[src/eod_pkg.sv]
`timescale 1ns / 1ps
`default_nettype none
// ----------------------------------------------------------------------------
// Energy onset detector package
// Shared widths, register indexes, reset values and the configuration and
// pipeline structs.
// ----------------------------------------------------------------------------
package eod_pkg;

  localparam int WINDOW_LENGTH_DEF = 512;

  localparam int SAMPLE_W   = 16;
  localparam int ENERGY_W   = 31;
  localparam int HOP_W      = 10;
  localparam int COUNT_W    = 20;
  localparam int SQ_W       = 31;
  localparam int CFG_IDX_W  = 2;
  localparam int CFG_DATA_W = 31;

  typedef enum logic [CFG_IDX_W-1:0] {
    CFG_THRESHOLD  = 2'd0,
    CFG_HOP_LENGTH = 2'd1,
    CFG_REFRACTORY = 2'd2,
    CFG_ACTIVATION = 2'd3
  } cfg_idx_t;

  localparam logic [ENERGY_W-1:0] THRESHOLD_RST  = 31'd53687091;
  localparam logic [HOP_W-1:0]    HOP_LENGTH_RST = 10'd256;
  localparam logic [COUNT_W-1:0]  REFRACTORY_RST = 20'd22050;
  localparam logic [COUNT_W-1:0]  ACTIVATION_RST = 20'd2205;

  typedef struct packed {
    logic [ENERGY_W-1:0] energy_threshold;
    logic [HOP_W-1:0]    hop_length;
    logic [COUNT_W-1:0]  refractory_samples;
    logic [COUNT_W-1:0]  activation_samples;
  } cfg_t;

  // Squares of the sample leaving the window and the sample entering it.
  typedef struct packed {
    logic [SQ_W-1:0] old_sq;
    logic [SQ_W-1:0] new_sq;
  } sq_pair_t;

endpackage
`default_nettype wire

[src/eod_cfg.sv]
`timescale 1ns / 1ps
`default_nettype none
// ----------------------------------------------------------------------------
// Energy onset detector configuration registers
// Write-only register file; values are truncated to each register's width.
// ----------------------------------------------------------------------------
module eod_cfg import eod_pkg::*; (
  input  wire logic                  clk,
  input  wire logic                  rst_n,
  input  wire logic                  cfg_we,
  input  wire logic [CFG_IDX_W-1:0]  cfg_index,
  input  wire logic [CFG_DATA_W-1:0] cfg_wdata,
  output cfg_t                       cfg
);

  cfg_t cfg_r;
  cfg_t cfg_nxt;

  always_comb begin
    cfg_nxt = cfg_r;
    if (cfg_we) begin
      case (cfg_idx_t'(cfg_index))
        CFG_THRESHOLD:  cfg_nxt.energy_threshold   = cfg_wdata[ENERGY_W-1:0];
        CFG_HOP_LENGTH: cfg_nxt.hop_length         = cfg_wdata[HOP_W-1:0];
        CFG_REFRACTORY: cfg_nxt.refractory_samples = cfg_wdata[COUNT_W-1:0];
        CFG_ACTIVATION: cfg_nxt.activation_samples = cfg_wdata[COUNT_W-1:0];
        default:        cfg_nxt = cfg_r;
      endcase
    end
  end

  always_ff @(posedge clk) begin
    if (!rst_n) begin
      cfg_r.energy_threshold   <= THRESHOLD_RST;
      cfg_r.hop_length         <= HOP_LENGTH_RST;
      cfg_r.refractory_samples <= REFRACTORY_RST;
      cfg_r.activation_samples <= ACTIVATION_RST;
    end else begin
      cfg_r <= cfg_nxt;
    end
  end

  assign cfg = cfg_r;

endmodule
`default_nettype wire

[config.mk]
export PLATFORM = sky130hd
export DESIGN_NAME = eod_cfg
export DESIGN_NICKNAME = d
export VERILOG_FILES = /design/src/eod_pkg.sv /design/src/eod_cfg.sv
export SDC_FILE = /design/constraint.sdc
export NUM_CORES = 1
export LEC_CHECK = 0
export BUFFER_PORTS_ARGS = -buffer_cell sky130_fd_sc_hd__buf_4
export CORE_MARGIN = 2
export CORE_UTILIZATION = 49
export DETAILED_ROUTE_END_ITERATION = 16
export HOLD_SLACK_MARGIN = 0.15
export PLACE_DENSITY = 0.77
export SYNTH_ARGS = -nofsm -noshare
export SYNTH_HDL_FRONTEND = slang
export SYNTH_SLANG_ARGS = --single-unit
export TNS_END_PERCENT = 50
[constraint.sdc]
create_clock -name clk -period 1 [get_ports clk]
set_input_delay 0 -clock clk [delete_from_list [all_inputs] [get_ports clk]]
set_output_delay 0 -clock clk [all_outputs]
set_load 0.02 [all_outputs]
==> impl_results.md <==
* Status: completed
* Dominant synthesized flop cell: dfxtp_1
* Fillcell total at 484
* Critical path class: input port to flip-flop
* Max_slew headroom at 0.7697
* Grt ovf at 0
* Max FFs per register at 81
* Clock Tree Root: clkbuf_8
* Worst hold path type: input port to flip-flop
* Total negative setup slack at 0 ns
* H-tree depth at 3
* GR Util All Layers at 0.2278
* Critical Path RT at around 1.3 ns
* Via/cell ratio at 5.040
* DR WL/cell at about 15 um
* CP Capture Type: flip-flop
* EDFF count, synth at 0
* Num ports at between 100 and 150
* Die width at between 80 and 90 um
* HP Start: rst_n
* Clk buf depth at 2
* Pre-Repair DR Iteration Count at 4
* Setup slack, reg-to-reg at ~0.32 ns
* Number of diodes at 0
* GPL Wtd Cong at 0.7541
* Cts bufs inserted at 9
* Tot Pwr at around 7 mW
* Reg2reg path depth at 2
* Synthesized cell area at ~0.0033 sq mm
* Cell taking the most area after synthesis: dfxtp_1
* Fraction of layout cells with a size suffix above 1 at 0.3051
* IO buf count at between 100 and 150
* Peak Freq at between 1000 and 1500 MHz
* Worst slack at placement at roughly 0.023 ns
* Reg-to-Reg End: cfg[75]
* Net count after synthesis at ~360
* Layout Skew at 0 ns
* Reg2reg start: cfg[75]
* Final setup viols at 0
* Peak VDD IR at 0.0009140 V
* Vias in the first global route at between 2000 and 3000
* Clk_lat worst skew at roughly 0.35 ns
* Final hold vios at 0
* CP startpoint kind: input port
* CP max FO at 8
* RSZ-0062 raised after global routing: false
* Ys async rst share at 0
* YS warnings at 0
* Post-cts sizing count at 0
* Postcts setup bufs at 0
* Top cells by count, synth: dfxtp_1, nand2_1, mux2i_1
* Largest net degree at the start of global routing at 40
* Initial Utilization at 0.5120
* 1st-iter DRT viols at between 80 and 90
* #FFs+latches synth at 81
* CTS tree: built
* Arr. time, crit path at around 1.2 ns
* Full die area at 0.007381 sq mm
* P_leak at between 2 and 2.5 nW
* Antenna violations before repair at 0
* Core area at between 0.006 and 0.007 sq mm
* Hold Path Stages at 3
* PwrDens at around 1400 mW/mm^2
* Layout area overhead at 43.72%
* Synth Area per Inst at about 10 sq um
* # rows at 29
* Period Utilization, post-route at 0.8719
* Max_cap viols at 0
* Synth unique cells at 20
* Final worst setup slack at roughly 0.13 ns
* TritonCTS Sinks at just over 80
* Slew @ Worst Pin at ~0.35 ns
* First-pass GRT wire length at 13120 um
* Residual DRC at 0
* Die Ht at approximately 86 um
* Minimum clock period at between 0.8 and 0.9 ns
* Final net count at about 500
* Sequential element share of the synthesized area at 0.4932
* Routed vias at 2767
* Max-slew violation count at 0
* Hold EP: cfg[0]
* Area share of the largest cell type after synthesis at 0.4932
* DP HPWL at around 5300 um
* Drt total wl at roughly 8200 um
* ANT nets after route at 0
* Clk slew on worst S/H paths at ~0.090 ns
* Cells after Synth at between 300 and 400
* Area contributors post-synth: dfxtp_1, mux2i_1, nand2_1
-- cells in the final DEF (no fill, tap or decap), types with 2 or more instances in the layout --
master,netlist,final
clkinvlp_4,0,2
o211ai_1,13,13
dlygate4sd3_1,0,34
mux2i_1,68,68
clkbuf_8,0,10
nand2_1,81,81
nand4_1,4,4
nor2b_1,21,21
clkinv_2,0,2
buf_4,3,121
nand4b_1,2,2
inv_1,13,13
dfxtp_1,81,81
buf_12,0,5
nand4bb_1,7,7
-- what timing repair did --
item                                   CTS  global route
endpoints found under the hold margin   81             5
hold buffers                            33             1
setup endpoints to repair                0             0
-- critical path: stages --
cell           delay (ns)
buf_4                0.17
dlygate4sd3_1        0.74
nand2_1              0.11
mux2i_1              0.14
-- per-layer routing --
| metal | vias up | wire length, um | global-route usage | part of all wire |
|---|---|---|---|---|
| met3 | 12 | 513 | 0.05005 | 0.063 |
| met4 | 0 | 142 | 0.09091 | 0.017 |
| met2 | 86 | 4036 | 0.3975 | 0.49 |
| met5 | - | 0 | 0 | 0 |
| li1 | 1353 | - | - | - |
| met1 | 1316 | 3500 | 0.2713 | 0.43 |
-- final cells by class --
type,count,area [sq um],area share
multi-input cells,202,1414,0.2992
clock inverters,5,55.05,0.01165
flip-flops and latches,81,1622,0.3431
inverters,13,48.80,0.01033
repair buffers,160,1349,0.2854
clock buffers,11,141.4,0.02992
well taps,77,96.34,0.02039
-- cell families after synthesis --
group | after synthesis | synth area share
AO/OA/AOI/OAI | 13 | 0.02968
buffers and inverters | 40 | 0.07687
flip-flops | 81 | 0.4932
multiplexers | 68 | 0.2070
AND/OR/NAND/NOR | 121 | 0.1933
-- worst max path at each step --
stage,start,end,slack [ns],depth (start not counted)
global placement,cfg_index[1],cfg[78],0.05,4
detailed placement,cfg_index[1],cfg[68],0.02,4
floorplan,cfg_index[0],cfg[56],0.12,4
global route,rst_n,cfg[40],0.05,4
finish,rst_n,cfg[40],0.13,4
CTS,cfg[9],cfg[9],0.13,1
-- per-stage QoR --
| step | util | cells | cell area (sq um) | hold WS [ns] |
|---|---|---|---|---|
| floorplan | - | 323 | 3288 | 0.1421 |
| global placement | 0.6523 | 499 | 4189 | 0.2572 |
| detailed placement | 0.6523 | 499 | 4189 | 0.2689 |
| CTS | 0.7343 | 548 | 4716 | 0.0008738 |
| global route | 0.7358 | 549 | 4726 | 0.1216 |
| finish | 0.7358 | 549 | 4726 | 0.07794 |
-- power breakdown --
part	switching (mW)	leakage [nW]	internal, mW
combinational	0.514	1.53	0.517
clock	1.16	0.0953	1.21
sequential	0.0693	0.660	3.35
(Power assumes the default switching activity.)
