### config.mk
export PLATFORM = sky130hd
export DESIGN_NAME = eod_detect_flat
export DESIGN_NICKNAME = d
export VERILOG_FILES = /design/src/eod_pkg.sv /design/src/eod_if.sv /design/src/eod_detect.sv /design/src/flat_wrapper.sv
export SDC_FILE = /design/constraint.sdc
export NUM_CORES = 1
export LEC_CHECK = 0
export BUFFER_PORTS_ARGS = -buffer_cell sky130_fd_sc_hd__buf_2
export CAP_MARGIN = 20
export CORE_UTILIZATION = 35
export DETAILED_ROUTE_END_ITERATION = 8
export GPL_TIMING_DRIVEN = 0
export HOLD_SLACK_MARGIN = 0.08
export MAX_ROUTING_LAYER = met4
export PLACE_DENSITY_LB_ADDON = 0.05
export SYNTH_ARGS = -nofsm -noshare
export SYNTH_HDL_FRONTEND = slang
export SYNTH_SLANG_ARGS = --single-unit
### constraint.sdc
create_clock -name clk -period 10.7 [get_ports clk]
set_input_delay 2.675 -clock clk [delete_from_list [all_inputs] [get_ports clk]]
set_output_delay 2.675 -clock clk [all_outputs]
set_load 0.01 [all_outputs]
### src/eod_pkg.sv
`timescale 1ns / 1ps
`default_nettype none
// ----------------------------------------------------------------------------
// Energy onset detector package
// Shared widths, register indexes, reset values and the configuration and
// pipeline structs.
// ----------------------------------------------------------------------------
package eod_pkg;

  localparam int WINDOW_LENGTH_DEF = 512;

  localparam int SAMPLE_W   = 16;
  localparam int ENERGY_W   = 31;
  localparam int HOP_W      = 10;
  localparam int COUNT_W    = 20;
  localparam int SQ_W       = 31;
  localparam int CFG_IDX_W  = 2;
  localparam int CFG_DATA_W = 31;

  typedef enum logic [CFG_IDX_W-1:0] {
    CFG_THRESHOLD  = 2'd0,
    CFG_HOP_LENGTH = 2'd1,
    CFG_REFRACTORY = 2'd2,
    CFG_ACTIVATION = 2'd3
  } cfg_idx_t;

  localparam logic [ENERGY_W-1:0] THRESHOLD_RST  = 31'd53687091;
  localparam logic [HOP_W-1:0]    HOP_LENGTH_RST = 10'd256;
  localparam logic [COUNT_W-1:0]  REFRACTORY_RST = 20'd22050;
  localparam logic [COUNT_W-1:0]  ACTIVATION_RST = 20'd2205;

  typedef struct packed {
    logic [ENERGY_W-1:0] energy_threshold;
    logic [HOP_W-1:0]    hop_length;
    logic [COUNT_W-1:0]  refractory_samples;
    logic [COUNT_W-1:0]  activation_samples;
  } cfg_t;

  // Squares of the sample leaving the window and the sample entering it.
  typedef struct packed {
    logic [SQ_W-1:0] old_sq;
    logic [SQ_W-1:0] new_sq;
  } sq_pair_t;

endpackage
`default_nettype wire

### src/eod_if.sv
`timescale 1ns / 1ps
`default_nettype none


interface eod_out_if import eod_pkg::*; ();
  logic                valid;
  logic                ready;
  logic                hop_done;
  logic                onset;
  logic                pulse_level;
  logic [ENERGY_W-1:0] mean_energy;

  modport source (output valid, output hop_done, output onset, output pulse_level,
                  output mean_energy, input ready);
  modport sink   (input valid, input hop_done, input onset, input pulse_level,
                  input mean_energy, output ready);
endinterface
`default_nettype wire

### src/eod_detect.sv
`timescale 1ns / 1ps
`default_nettype none
// ----------------------------------------------------------------------------
// Energy onset detector decision stage
// Running sum of squares, hop counter, threshold test, refractory and pulse
// counters, and the result register.
// ----------------------------------------------------------------------------
module eod_detect import eod_pkg::*; #(
  parameter int WINDOW_LENGTH = WINDOW_LENGTH_DEF
) (
  input  wire logic      clk,
  input  wire logic      rst_n,
  input  wire cfg_t      cfg,
  input  wire logic      s1_valid,
  output logic           s1_ready,
  input  wire sq_pair_t  s1_sq,
  eod_out_if.source      out_ch
);

  localparam int SUM_W = $clog2(WINDOW_LENGTH) + ENERGY_W;
  localparam int SHIFT = $clog2(WINDOW_LENGTH + 1) - 1;

  logic [SUM_W-1:0]    sum_r;
  logic [SUM_W-1:0]    sum_nxt;
  logic [HOP_W-1:0]    hop_count_r;
  logic [HOP_W-1:0]    hop_count_nxt;
  logic [HOP_W-1:0]    hop_count_inc;
  logic [HOP_W-1:0]    hop;
  logic [COUNT_W-1:0]  refr_r;
  logic [COUNT_W-1:0]  refr_nxt;
  logic [COUNT_W-1:0]  refr_base;
  logic [COUNT_W-1:0]  act_r;
  logic [COUNT_W-1:0]  act_nxt;
  logic [ENERGY_W-1:0] mean_full;
  logic                hop_hit;
  logic                fire;
  logic                advance;
  logic                out_valid_r;
  logic                out_valid_nxt;
  logic                hop_done_r;
  logic                onset_r;
  logic                pulse_r;
  logic [ENERGY_W-1:0] mean_r;

  assign s1_ready = !out_valid_r || out_ch.ready;
  assign advance  = s1_valid && s1_ready;

  always_comb begin
    // A hop length of zero behaves as one.
    hop           = (cfg.hop_length == '0) ? HOP_W'(1) : cfg.hop_length;
    hop_count_inc = hop_count_r + 1'b1;
    hop_hit       = (hop_count_inc >= hop) || (hop_count_inc == '0);
    hop_count_nxt = hop_hit ? '0 : hop_count_inc;

    sum_nxt   = sum_r - SUM_W'(s1_sq.old_sq) + SUM_W'(s1_sq.new_sq);
    mean_full = sum_nxt[SHIFT +: ENERGY_W];

    fire = hop_hit && (mean_full >= cfg.energy_threshold) && (refr_r == '0);

    // The reload at an onset is lowered by the hop in the same transaction.
    refr_base = fire ? cfg.refractory_samples : refr_r;
    if (hop_hit) begin
      refr_nxt = (refr_base > COUNT_W'(hop)) ? refr_base - COUNT_W'(hop) : '0;
    end else begin
      refr_nxt = refr_r;
    end

    act_nxt = (act_r != '0) ? act_r - 1'b1 : act_r;
    if (fire) begin
      act_nxt = cfg.activation_samples;
    end

    out_valid_nxt = advance ? 1'b1 : (out_ch.ready ? 1'b0 : out_valid_r);
  end

  always_ff @(posedge clk) begin
    if (advance) begin
      hop_done_r <= hop_hit;
      onset_r    <= fire;
      pulse_r    <= (act_nxt != '0);
      mean_r     <= hop_hit ? mean_full : '0;
    end
  end

  always_ff @(posedge clk) begin
    if (!rst_n) begin
      sum_r       <= '0;
      hop_count_r <= '0;
      refr_r      <= '0;
      act_r       <= '0;
      out_valid_r <= 1'b0;
    end else begin
      if (advance) begin
        sum_r       <= sum_nxt;
        hop_count_r <= hop_count_nxt;
        refr_r      <= refr_nxt;
        act_r       <= act_nxt;
      end
      out_valid_r <= out_valid_nxt;
    end
  end

  assign out_ch.valid       = out_valid_r;
  assign out_ch.hop_done    = hop_done_r;
  assign out_ch.onset       = onset_r;
  assign out_ch.pulse_level = pulse_r;
  assign out_ch.mean_energy = mean_r;

endmodule
`default_nettype wire

### src/flat_wrapper.sv
// flat-port wrapper written by rule: the top's interface ports become plain ports
module eod_detect_flat import eod_pkg::*;
#(
  parameter int WINDOW_LENGTH = WINDOW_LENGTH_DEF
)
  (clk, rst_n, cfg, s1_valid, s1_ready, s1_sq, out_ch_valid, out_ch_hop_done, out_ch_onset, out_ch_pulse_level, out_ch_mean_energy, out_ch_ready);
  eod_out_if out_ch_i ();
  input  wire logic clk;
  input  wire logic rst_n;
  input  wire cfg_t cfg;
  input  wire logic s1_valid;
  output logic s1_ready;
  input  wire sq_pair_t s1_sq;
  output wire logic [$bits(out_ch_i.valid)-1:0] out_ch_valid;
  output wire logic [$bits(out_ch_i.hop_done)-1:0] out_ch_hop_done;
  output wire logic [$bits(out_ch_i.onset)-1:0] out_ch_onset;
  output wire logic [$bits(out_ch_i.pulse_level)-1:0] out_ch_pulse_level;
  output wire logic [$bits(out_ch_i.mean_energy)-1:0] out_ch_mean_energy;
  input wire logic [$bits(out_ch_i.ready)-1:0] out_ch_ready;
  assign out_ch_valid = out_ch_i.valid;
  assign out_ch_hop_done = out_ch_i.hop_done;
  assign out_ch_onset = out_ch_i.onset;
  assign out_ch_pulse_level = out_ch_i.pulse_level;
  assign out_ch_mean_energy = out_ch_i.mean_energy;
  assign out_ch_i.ready = out_ch_ready;
  eod_detect #(.WINDOW_LENGTH(WINDOW_LENGTH)) u_core (.clk(clk), .rst_n(rst_n), .cfg(cfg), .s1_valid(s1_valid), .s1_ready(s1_ready), .s1_sq(s1_sq), .out_ch(out_ch_i));
endmodule
==> results of run 1 <==
-- state kept, by name (all words and copies together) (netlist names) --
signal                     count
u_core.act_r                  20
u_core.hop_count_r            10
u_core.out_ch.hop_done         1
u_core.out_ch.mean_energy     31
u_core.out_ch.onset            1
u_core.out_ch.pulse_level      1
u_core.out_ch.valid            1
u_core.refr_r                 20
u_core.sum_r                  40
-- cell usage in the layout, fill, tap and decap left out, drive strengths merged, types with 8 or more instances in the layout --
cell type	netlist	final
a21oi	95	95
nor4	18	18
o211a	11	11
inv	218	223
o22ai	8	8
nor2	81	81
nand4	24	24
o21ai	78	78
a21boi	20	20
nor3	29	29
clkbuf	35	50
xor2	21	21
a211oi	9	9
buf	12	198
a31oi	9	9
and2	45	45
fa	32	32
edfxtp	34	34
xnor2	44	44
mux2i	10	10
o21a	9	9
ha	94	94
nand2	136	136
dfxtp	91	91
o211ai	11	11
nand3	33	33
a21o	53	53
o21bai	9	9
-- report_power, final --
part	switching (uW)	total (uW)	internal, uW
Clock	257	635	378
Combinational	1310	2200	891
Sequential	60.1	631	571
-- kinds of logic after synthesis --
kind of cell	Yosys count
AO/OA/AOI/OAI	347
XOR/XNOR	65
adder cells (fa/ha/maj)	126
buffers and inverters	265
flip-flops	125
multiplexers	11
AND/OR/NAND/NOR	418
-- worst max-delay path: cells and delay by family --
family,cells,cell delay (ps)
AOI/OAI and AO/OA,16,3650
adders and majority gates,4,1500
buffers and inverters,5,710
and+or+nand+nor,9,1900
-- final cells by class --
cell class              instances  share of cell area
diodes                          1           0.0001954
plain buffers                  45             0.01515
clock buffers                  18             0.03430
clock inverters                14             0.01427
inverters                     218             0.06391
multi-input cells             967              0.5384
flip-flops and latches        125              0.2220
well taps                     390             0.03811
repair buffers                185             0.07368
-- final timing paths --
kind                                                        to
worst max-delay path            u_core.refr_r[14]$_SDFFE_PN0P_
worst min register to register   u_core.sum_r[15]$_SDFFE_PN0P_
worst max register to register  u_core.refr_r[14]$_SDFFE_PN0P_
worst min-delay path             u_core.sum_r[15]$_SDFFE_PN0P_
-- per-layer routing --
metal,global-route usage,vias to the layer above
li1,-,5047
met2,0.3553,244
met5,-,-
met4,0.04562,0
met3,0.03079,19
met1,0.3070,4631
-- what timing repair did --
action	4_1_cts	5_1_grt
pin swaps	0	2
setup buffers	0	1
setup endpoints to repair	20	20
gates resized for setup	10	13
-- per-stage QoR --
stage	util	instance area, um2
3_5_place_dp	0.4054	12080
4_1_cts	0.4279	12750
6_report	0.4297	12800
5_1_grt	0.4296	12800
3_3_place_gp	0.4044	12050
2_1_floorplan	-	10650
==> impl_metrics.py, run 1 <==
metrics = {
    "setup_path": {
        "cp-startpoint": "s1_sq[11]",
        "timing.reg2reg.setup_slack_ps": 2580,
        "cp-end-kind": "flop",
        "critPathSlowestCell": "sky130_fd_sc_hd__nor3_1",
        "worst_r2r_startpoint": "u_core.sum_r[11]$_SDFFE_PN0P_",
        "path_class": "primary input to flop",
        "arrival_ps": 10470,
        "setup.worst_path.start_class": "primary input",
        "critical_path_required_time_ps": 11010,
        "crit_path_max_fanout": 19,
        "critical-path-max-stage-delay_ps": 670,
        "worst_r2r_path_depth": 33,
    },
    "sta": {
        "achievable-frequency_ghz": 0.09840,
        "timing.setup.tns_ps": 0,
        "final_min_period_over_clock_period": 0.9498,
        "finalClockSkew_ps": 14.84,
        "post-route-worst-setup-slack_ps": 536.9,
        "grt_setup_unrepaired": "false",
        "hold_viol": 0,
        "tightest_slew_ps": 929.3,
        "layout_min_cycle_time_ps": 10160,
        "holdWs_ps": 463.8,
        "worst_slew_margin_rel": 0.3805,
        "setup-violations-final": 0,
        "report.final.slew_viol_count": 0,
    },
    "detailed_routing": {
        "post-route-drc-count": 0,
        "post_drt_wl_per_cell_um": 16.98,
        "met2RoutedLength_mm": 15.10,
        "top_layer_used": "met4",
        "detail_route.wirelength.met1_mm": 16.49,
        "route.final.wire_length_mm": 33.34,
        "antenna_violating_nets_post_route": 0,
        "vias_per_cell": 5.064,
        "drt_pass1_iterations": 5,
        "via_count": 9941,
        "dr_wl_met3_mm": 1.439,
        "drt_first_iter_violations": 508,
    },
    "grt": {
        "via_count_of_the_first_global_routing_pass": 9577,
        "overflow": 0,
        "grt_pass1_wl_mm": 52.07,
        "initial_antenna_violation_count": 0,
        "grt_overall_usage": 0.2253,
        "grt_max_degree": 29,
    },
    "synthesis": {
        "yosys.area.top_type": "sky130_fd_sc_hd__dfxtp_1",
        "xor_xnor_share_of_the_synthesized_area": 0.05345,
        "synth_compound_gate_area_share": 0.2101,
        "synth.avg_cell_area_um2": 7.848,
        "synth_simple_gate_area_frac": 0.1937,
        "synth_top_family_by_area": "compound AO/OA/AOI/OAI gates",
        "synth_edf_count": 34,
        "netlist_top_cells_area": "sky130_fd_sc_hd__dfxtp_1, sky130_fd_sc_hd__ha_1, sky130_fd_sc_hd__edfxtp_1, sky130_fd_sc_hd__inv_1, sky130_fd_sc_hd__fa_1",
        "synth_cell_type_count": 72,
        "dominant_cell_by_count_in_the_synthesized_netlist": "sky130_fd_sc_hd__inv_1",
        "synth_adder_area_share": 0.1706,
        "synth.ff_latch_count": 125,
        "muxShareOfSynthArea": 0.01046,
        "synthesis.area_um2": 10650,
        "synth.yosys.warnings": 0,
        "synth_sequential_area_ratio": 0.2669,
        "ys.flop_type": "sky130_fd_sc_hd__dfxtp_1",
        "syn_nets": 1630,
        "synthArstFlopShare": 0,
        "synth.cells.most_frequent": "sky130_fd_sc_hd__inv_1, sky130_fd_sc_hd__nand2_1, sky130_fd_sc_hd__a21oi_1",
        "yosysTopAreaCellShare": 0.1711,
        "syn-instance-count": 1357,
    },
    "cells_and_area": {
        "stdcell_count": 1963,
        "area_of_combinational_cells_with_multiple_inputs_um2": 6893,
        "final_layout_size_suffix_gt1_frac": 0.1635,
        "final_net_count": 1832,
        "register_area_um2": 2843,
        "fillerInstances": 3226,
        "flow.area_growth_from_synthesis_pct": 20.22,
    },
    "placed_design": {
        "pre_cts_ws_ps": -1770,
        "final_replace_weighted_congestion": 0.8933,
        "detailed_place_hpwl_mm": 26.11,
        "io_buffer_count": 182,
        "placedCellCount": 1931,
    },
    "clocking": {
        "max-clock-path-buffers": 2,
        "clk_pin_slew_ps": 70,
        "count_of_clock_tree_sinks": 125,
        "post_cts_hold_buffer_count": 0,
        "numCtsBuffers": 17,
        "cts_htree_levels": 4,
        "clkLatencyLatePin_ps": 430,
        "cts-root-buf": "sky130_fd_sc_hd__clkbuf_16",
        "tritoncts_clock_tree": "built",
    },
    "floorplanning": {
        "row_count": 63,
        "core-area_um2": 29800,
        "floorplan.io_pins": 183,
        "die_y_um": 176.4,
        "effective_utilization_at_floorplan": 0.3574,
        "die-area_um2": 31130,
        "horizontal_die_dimension_um": 176.4,
    },
    "pwr": {
        "leakage_uw": 0.006369,
        "total_power_uw": 3463,
        "power_density_cells_nw_per_um2": 270.5,
        "power.ir.vdd_worst_uv": 119.2,
    },
    "worst_hold_path": {
        "worst_hold_path.num_cells": 2,
        "hp-start": "u_core.sum_r[15]$_SDFFE_PN0P_",
        "class_of_the_most_critical_hold_timing_path": "flop to flop",
    },
    "run": {
        "max_cap_viol_count": 0,
    },
    "outcome": {
        "status": "finished clean",
    },
}
(Power assumes the default switching activity.)
==> run 2: changes to the inputs <==
Settings changed: MAX_ROUTING_LAYER met4 to not set.
==> run 2 against run 1 <==
Combinational power hardly changed. Clock skew is 3.2 ps higher. Die area stayed put. Sequential cell count stayed put. Clock power is 2% lower. Clock-buffer cell count is 3 higher. Utilization is 0.10 points higher. Via count is 1.1% lower. Non-clock buffer count is 3 higher.
==> impl_metrics.py, run 2 (same netlist as run 1, synthesis figures left out) <==
metrics = {
    "worst_hold_path": {
        "class_of_the_most_critical_hold_timing_path": "flop to flop",
        "timing.hold.worst_endpoint": "u_core.refr_r[14]$_SDFFE_PN0P_",
        "worst_hold_path.num_cells": 2,
        "hp-start": "u_core.refr_r[14]$_SDFFE_PN0P_",
    },
    "placed_design": {
        "pre_cts_ws_ps": -1839,
        "final_replace_weighted_congestion": 0.8929,
        "placedCellCount": 1931,
        "io_buffer_count": 182,
        "detailed_place_hpwl_mm": 26.00,
        "total_placed_instance_area_um2": 12080,
    },
    "sta": {
        "worst_slew_margin_rel": 0.4335,
        "tightest_slew_ps": 849.8,
        "finalClockSkew_ps": 18.08,
        "post-route-worst-setup-slack_ps": 526.7,
        "layout_min_cycle_time_ps": 10170,
        "final_min_period_over_clock_period": 0.9508,
        "report.final.slew_viol_count": 0,
        "achievable-frequency_ghz": 0.09830,
        "hold_viol": 0,
        "setup-violations-final": 0,
    },
    "pwr": {
        "power.ir.vdd_worst_uv": 105.1,
        "total_power_uw": 3465,
        "power_density_cells_nw_per_um2": 270.0,
        "leakage_uw": 0.006394,
    },
    "clocking": {
        "clk_pin_slew_ps": 70,
        "cts_htree_levels": 4,
        "tritoncts_clock_tree": "built",
        "clkLatencyLatePin_ps": 430,
        "max-clock-path-buffers": 2,
        "cts-root-buf": "sky130_fd_sc_hd__clkbuf_16",
        "numCtsBuffers": 17,
        "count_of_clock_tree_sinks": 125,
    },
    "setup_path": {
        "critical-path-max-stage-delay_ps": 530,
        "worst_r2r_startpoint": "u_core.sum_r[1]$_SDFFE_PN0P_",
        "critPathSlowestCell": "sky130_fd_sc_hd__fa_1",
        "worst_r2r_path_depth": 34,
        "arrival_ps": 10490,
        "path_class": "primary input to flop",
        "timing.reg2reg.setup_slack_ps": 2580,
        "critical_path_required_time_ps": 11020,
        "cp-end-kind": "flop",
        "crit_path_max_fanout": 10,
        "worst_flop_to_flop_path_endpoint": "u_core.refr_r[19]$_SDFFE_PN0P_",
        "cp_common_cell": "sky130_fd_sc_hd__a21oi_1",
        "setup.worst_path.start_class": "primary input",
    },
    "cells_and_area": {
        "final_net_count": 1835,
        "largest-register": "u_core.sum_r",
        "commonest_cells_after_routing_fill_and_taps_aside": "sky130_fd_sc_hd__inv_1, sky130_fd_sc_hd__buf_2, sky130_fd_sc_hd__nand2_1, sky130_fd_sc_hd__ha_1",
        "stdcell_count": 1965,
        "final_layout_size_suffix_gt1_frac": 0.1657,
        "largest_reg_flops": 40,
        "mostFrequentLayoutCell": "sky130_fd_sc_hd__inv_1",
        "fin_util": 0.4308,
        "final_cell_area_um2": 12830,
        "flow.area_growth_from_synthesis_pct": 20.51,
        "diodes": 0,
    },
    "grt": {
        "grt_overall_usage": 0.2212,
        "initial_antenna_violation_count": 0,
        "via_count_of_the_first_global_routing_pass": 9726,
        "grt_pass1_wl_mm": 53.11,
        "grt_max_degree": 29,
        "overflow": 0,
    },
    "floorplanning": {
        "effective_utilization_at_floorplan": 0.3574,
        "floorplan.io_pins": 183,
        "horizontal_die_dimension_um": 176.4,
        "row_count": 63,
        "core-area_um2": 29800,
        "die-area_um2": 31130,
        "die_y_um": 176.4,
    },
    "detailed_routing": {
        "vias_per_cell": 5.006,
        "post-route-drc-count": 0,
        "post_drt_wl_per_cell_um": 16.95,
        "via_count": 9836,
        "antenna_violating_nets_post_route": 0,
        "drt_pass1_iterations": 5,
        "drt_first_iter_violations": 437,
        "route.final.wire_length_mm": 33.30,
    },
    "run": {
        "max_cap_viol_count": 0,
    },
    "outcome": {
        "status": "finished clean",
    },
}
[run 2: cell types whose count changed in the layout (fill, tap and decap cells not counted), moves of 2 or more]
cell                        change
sky130_fd_sc_hd__clkbuf_4       +2
sky130_fd_sc_hd__clkbuf_16      +2
sky130_fd_sc_hd__inv_6          -4
sky130_fd_sc_hd__buf_4          +3
[run 2: worst max path at each step]
stage	startpoint	end	slack, ps	depth (start not counted)
2_1_floorplan	s1_sq[1]	u_core.refr_r[14]$_SDFFE_PN0P_	1010	35
6_report	s1_sq[1]	u_core.refr_r[19]$_SDFFE_PN0P_	530	35
3_3_place_gp	s1_sq[1]	u_core.refr_r[19]$_SDFFE_PN0P_	-1760	34
4_1_cts	s1_sq[1]	u_core.refr_r[14]$_SDFFE_PN0P_	10	36
3_5_place_dp	s1_sq[1]	u_core.refr_r[7]$_SDFFE_PN0P_	-1840	34
5_1_grt	s1_sq[1]	u_core.refr_r[1]$_SDFFE_PN0P_	-70	36
[run 2: cell type report]
class	instances	area [um2]
plain buffers	46	200.2
flip-flops and latches	125	2843
clock buffers	21	493.0
multi-input cells	967	6904
repair buffers	187	958.4
clock inverters	11	130.1
fillers	3124	16960
well taps	390	488.0
inverters	218	818.3
[run 2: critical path: cells and delay by family]
family	cells	cell delay, ps
buffers and inverters	5	620
adder cells (fa/ha/maj)	4	1610
AND/OR/NAND/NOR	9	1670
AO/OA/AOI/OAI	17	3910
[run 2: where the power goes]
part           total, uW  switching, uW  internal, uW  leakage (uW)
clock                625            246           379      0.000300
sequential           631           59.9           571       0.00109
combinational       2210           1300           908       0.00501
total               3470           1610          1860       0.00639
[run 2: stage by stage]
stage | TNS [ps] | hold WS [ps]
finish | 0 | 454.8
global route | -214.0 | 486.5
CTS | 0 | 456.5
detailed placement | -32820 | 449.3
global placement | -31320 | 443.5
floorplan | 0 | 428.8
[run 2: what timing repair did]
action                                  4_1_cts  5_1_grt
gates resized for setup                      14       16
setup buffers                                 0        3
endpoints found under the setup margin       20       20
hold buffers                                  0        0
pin swaps                                     0        2
[run 2: metal layers]
metal  global-route usage  routed length [um]  vias to the layer above
met5                    0                   0                        -
met4              0.05029                 325                        0
met3              0.02713                1627                       16
met2               0.3604               15210                      243
met1               0.3103               16130                     4529
li1                     -                   -                     5048
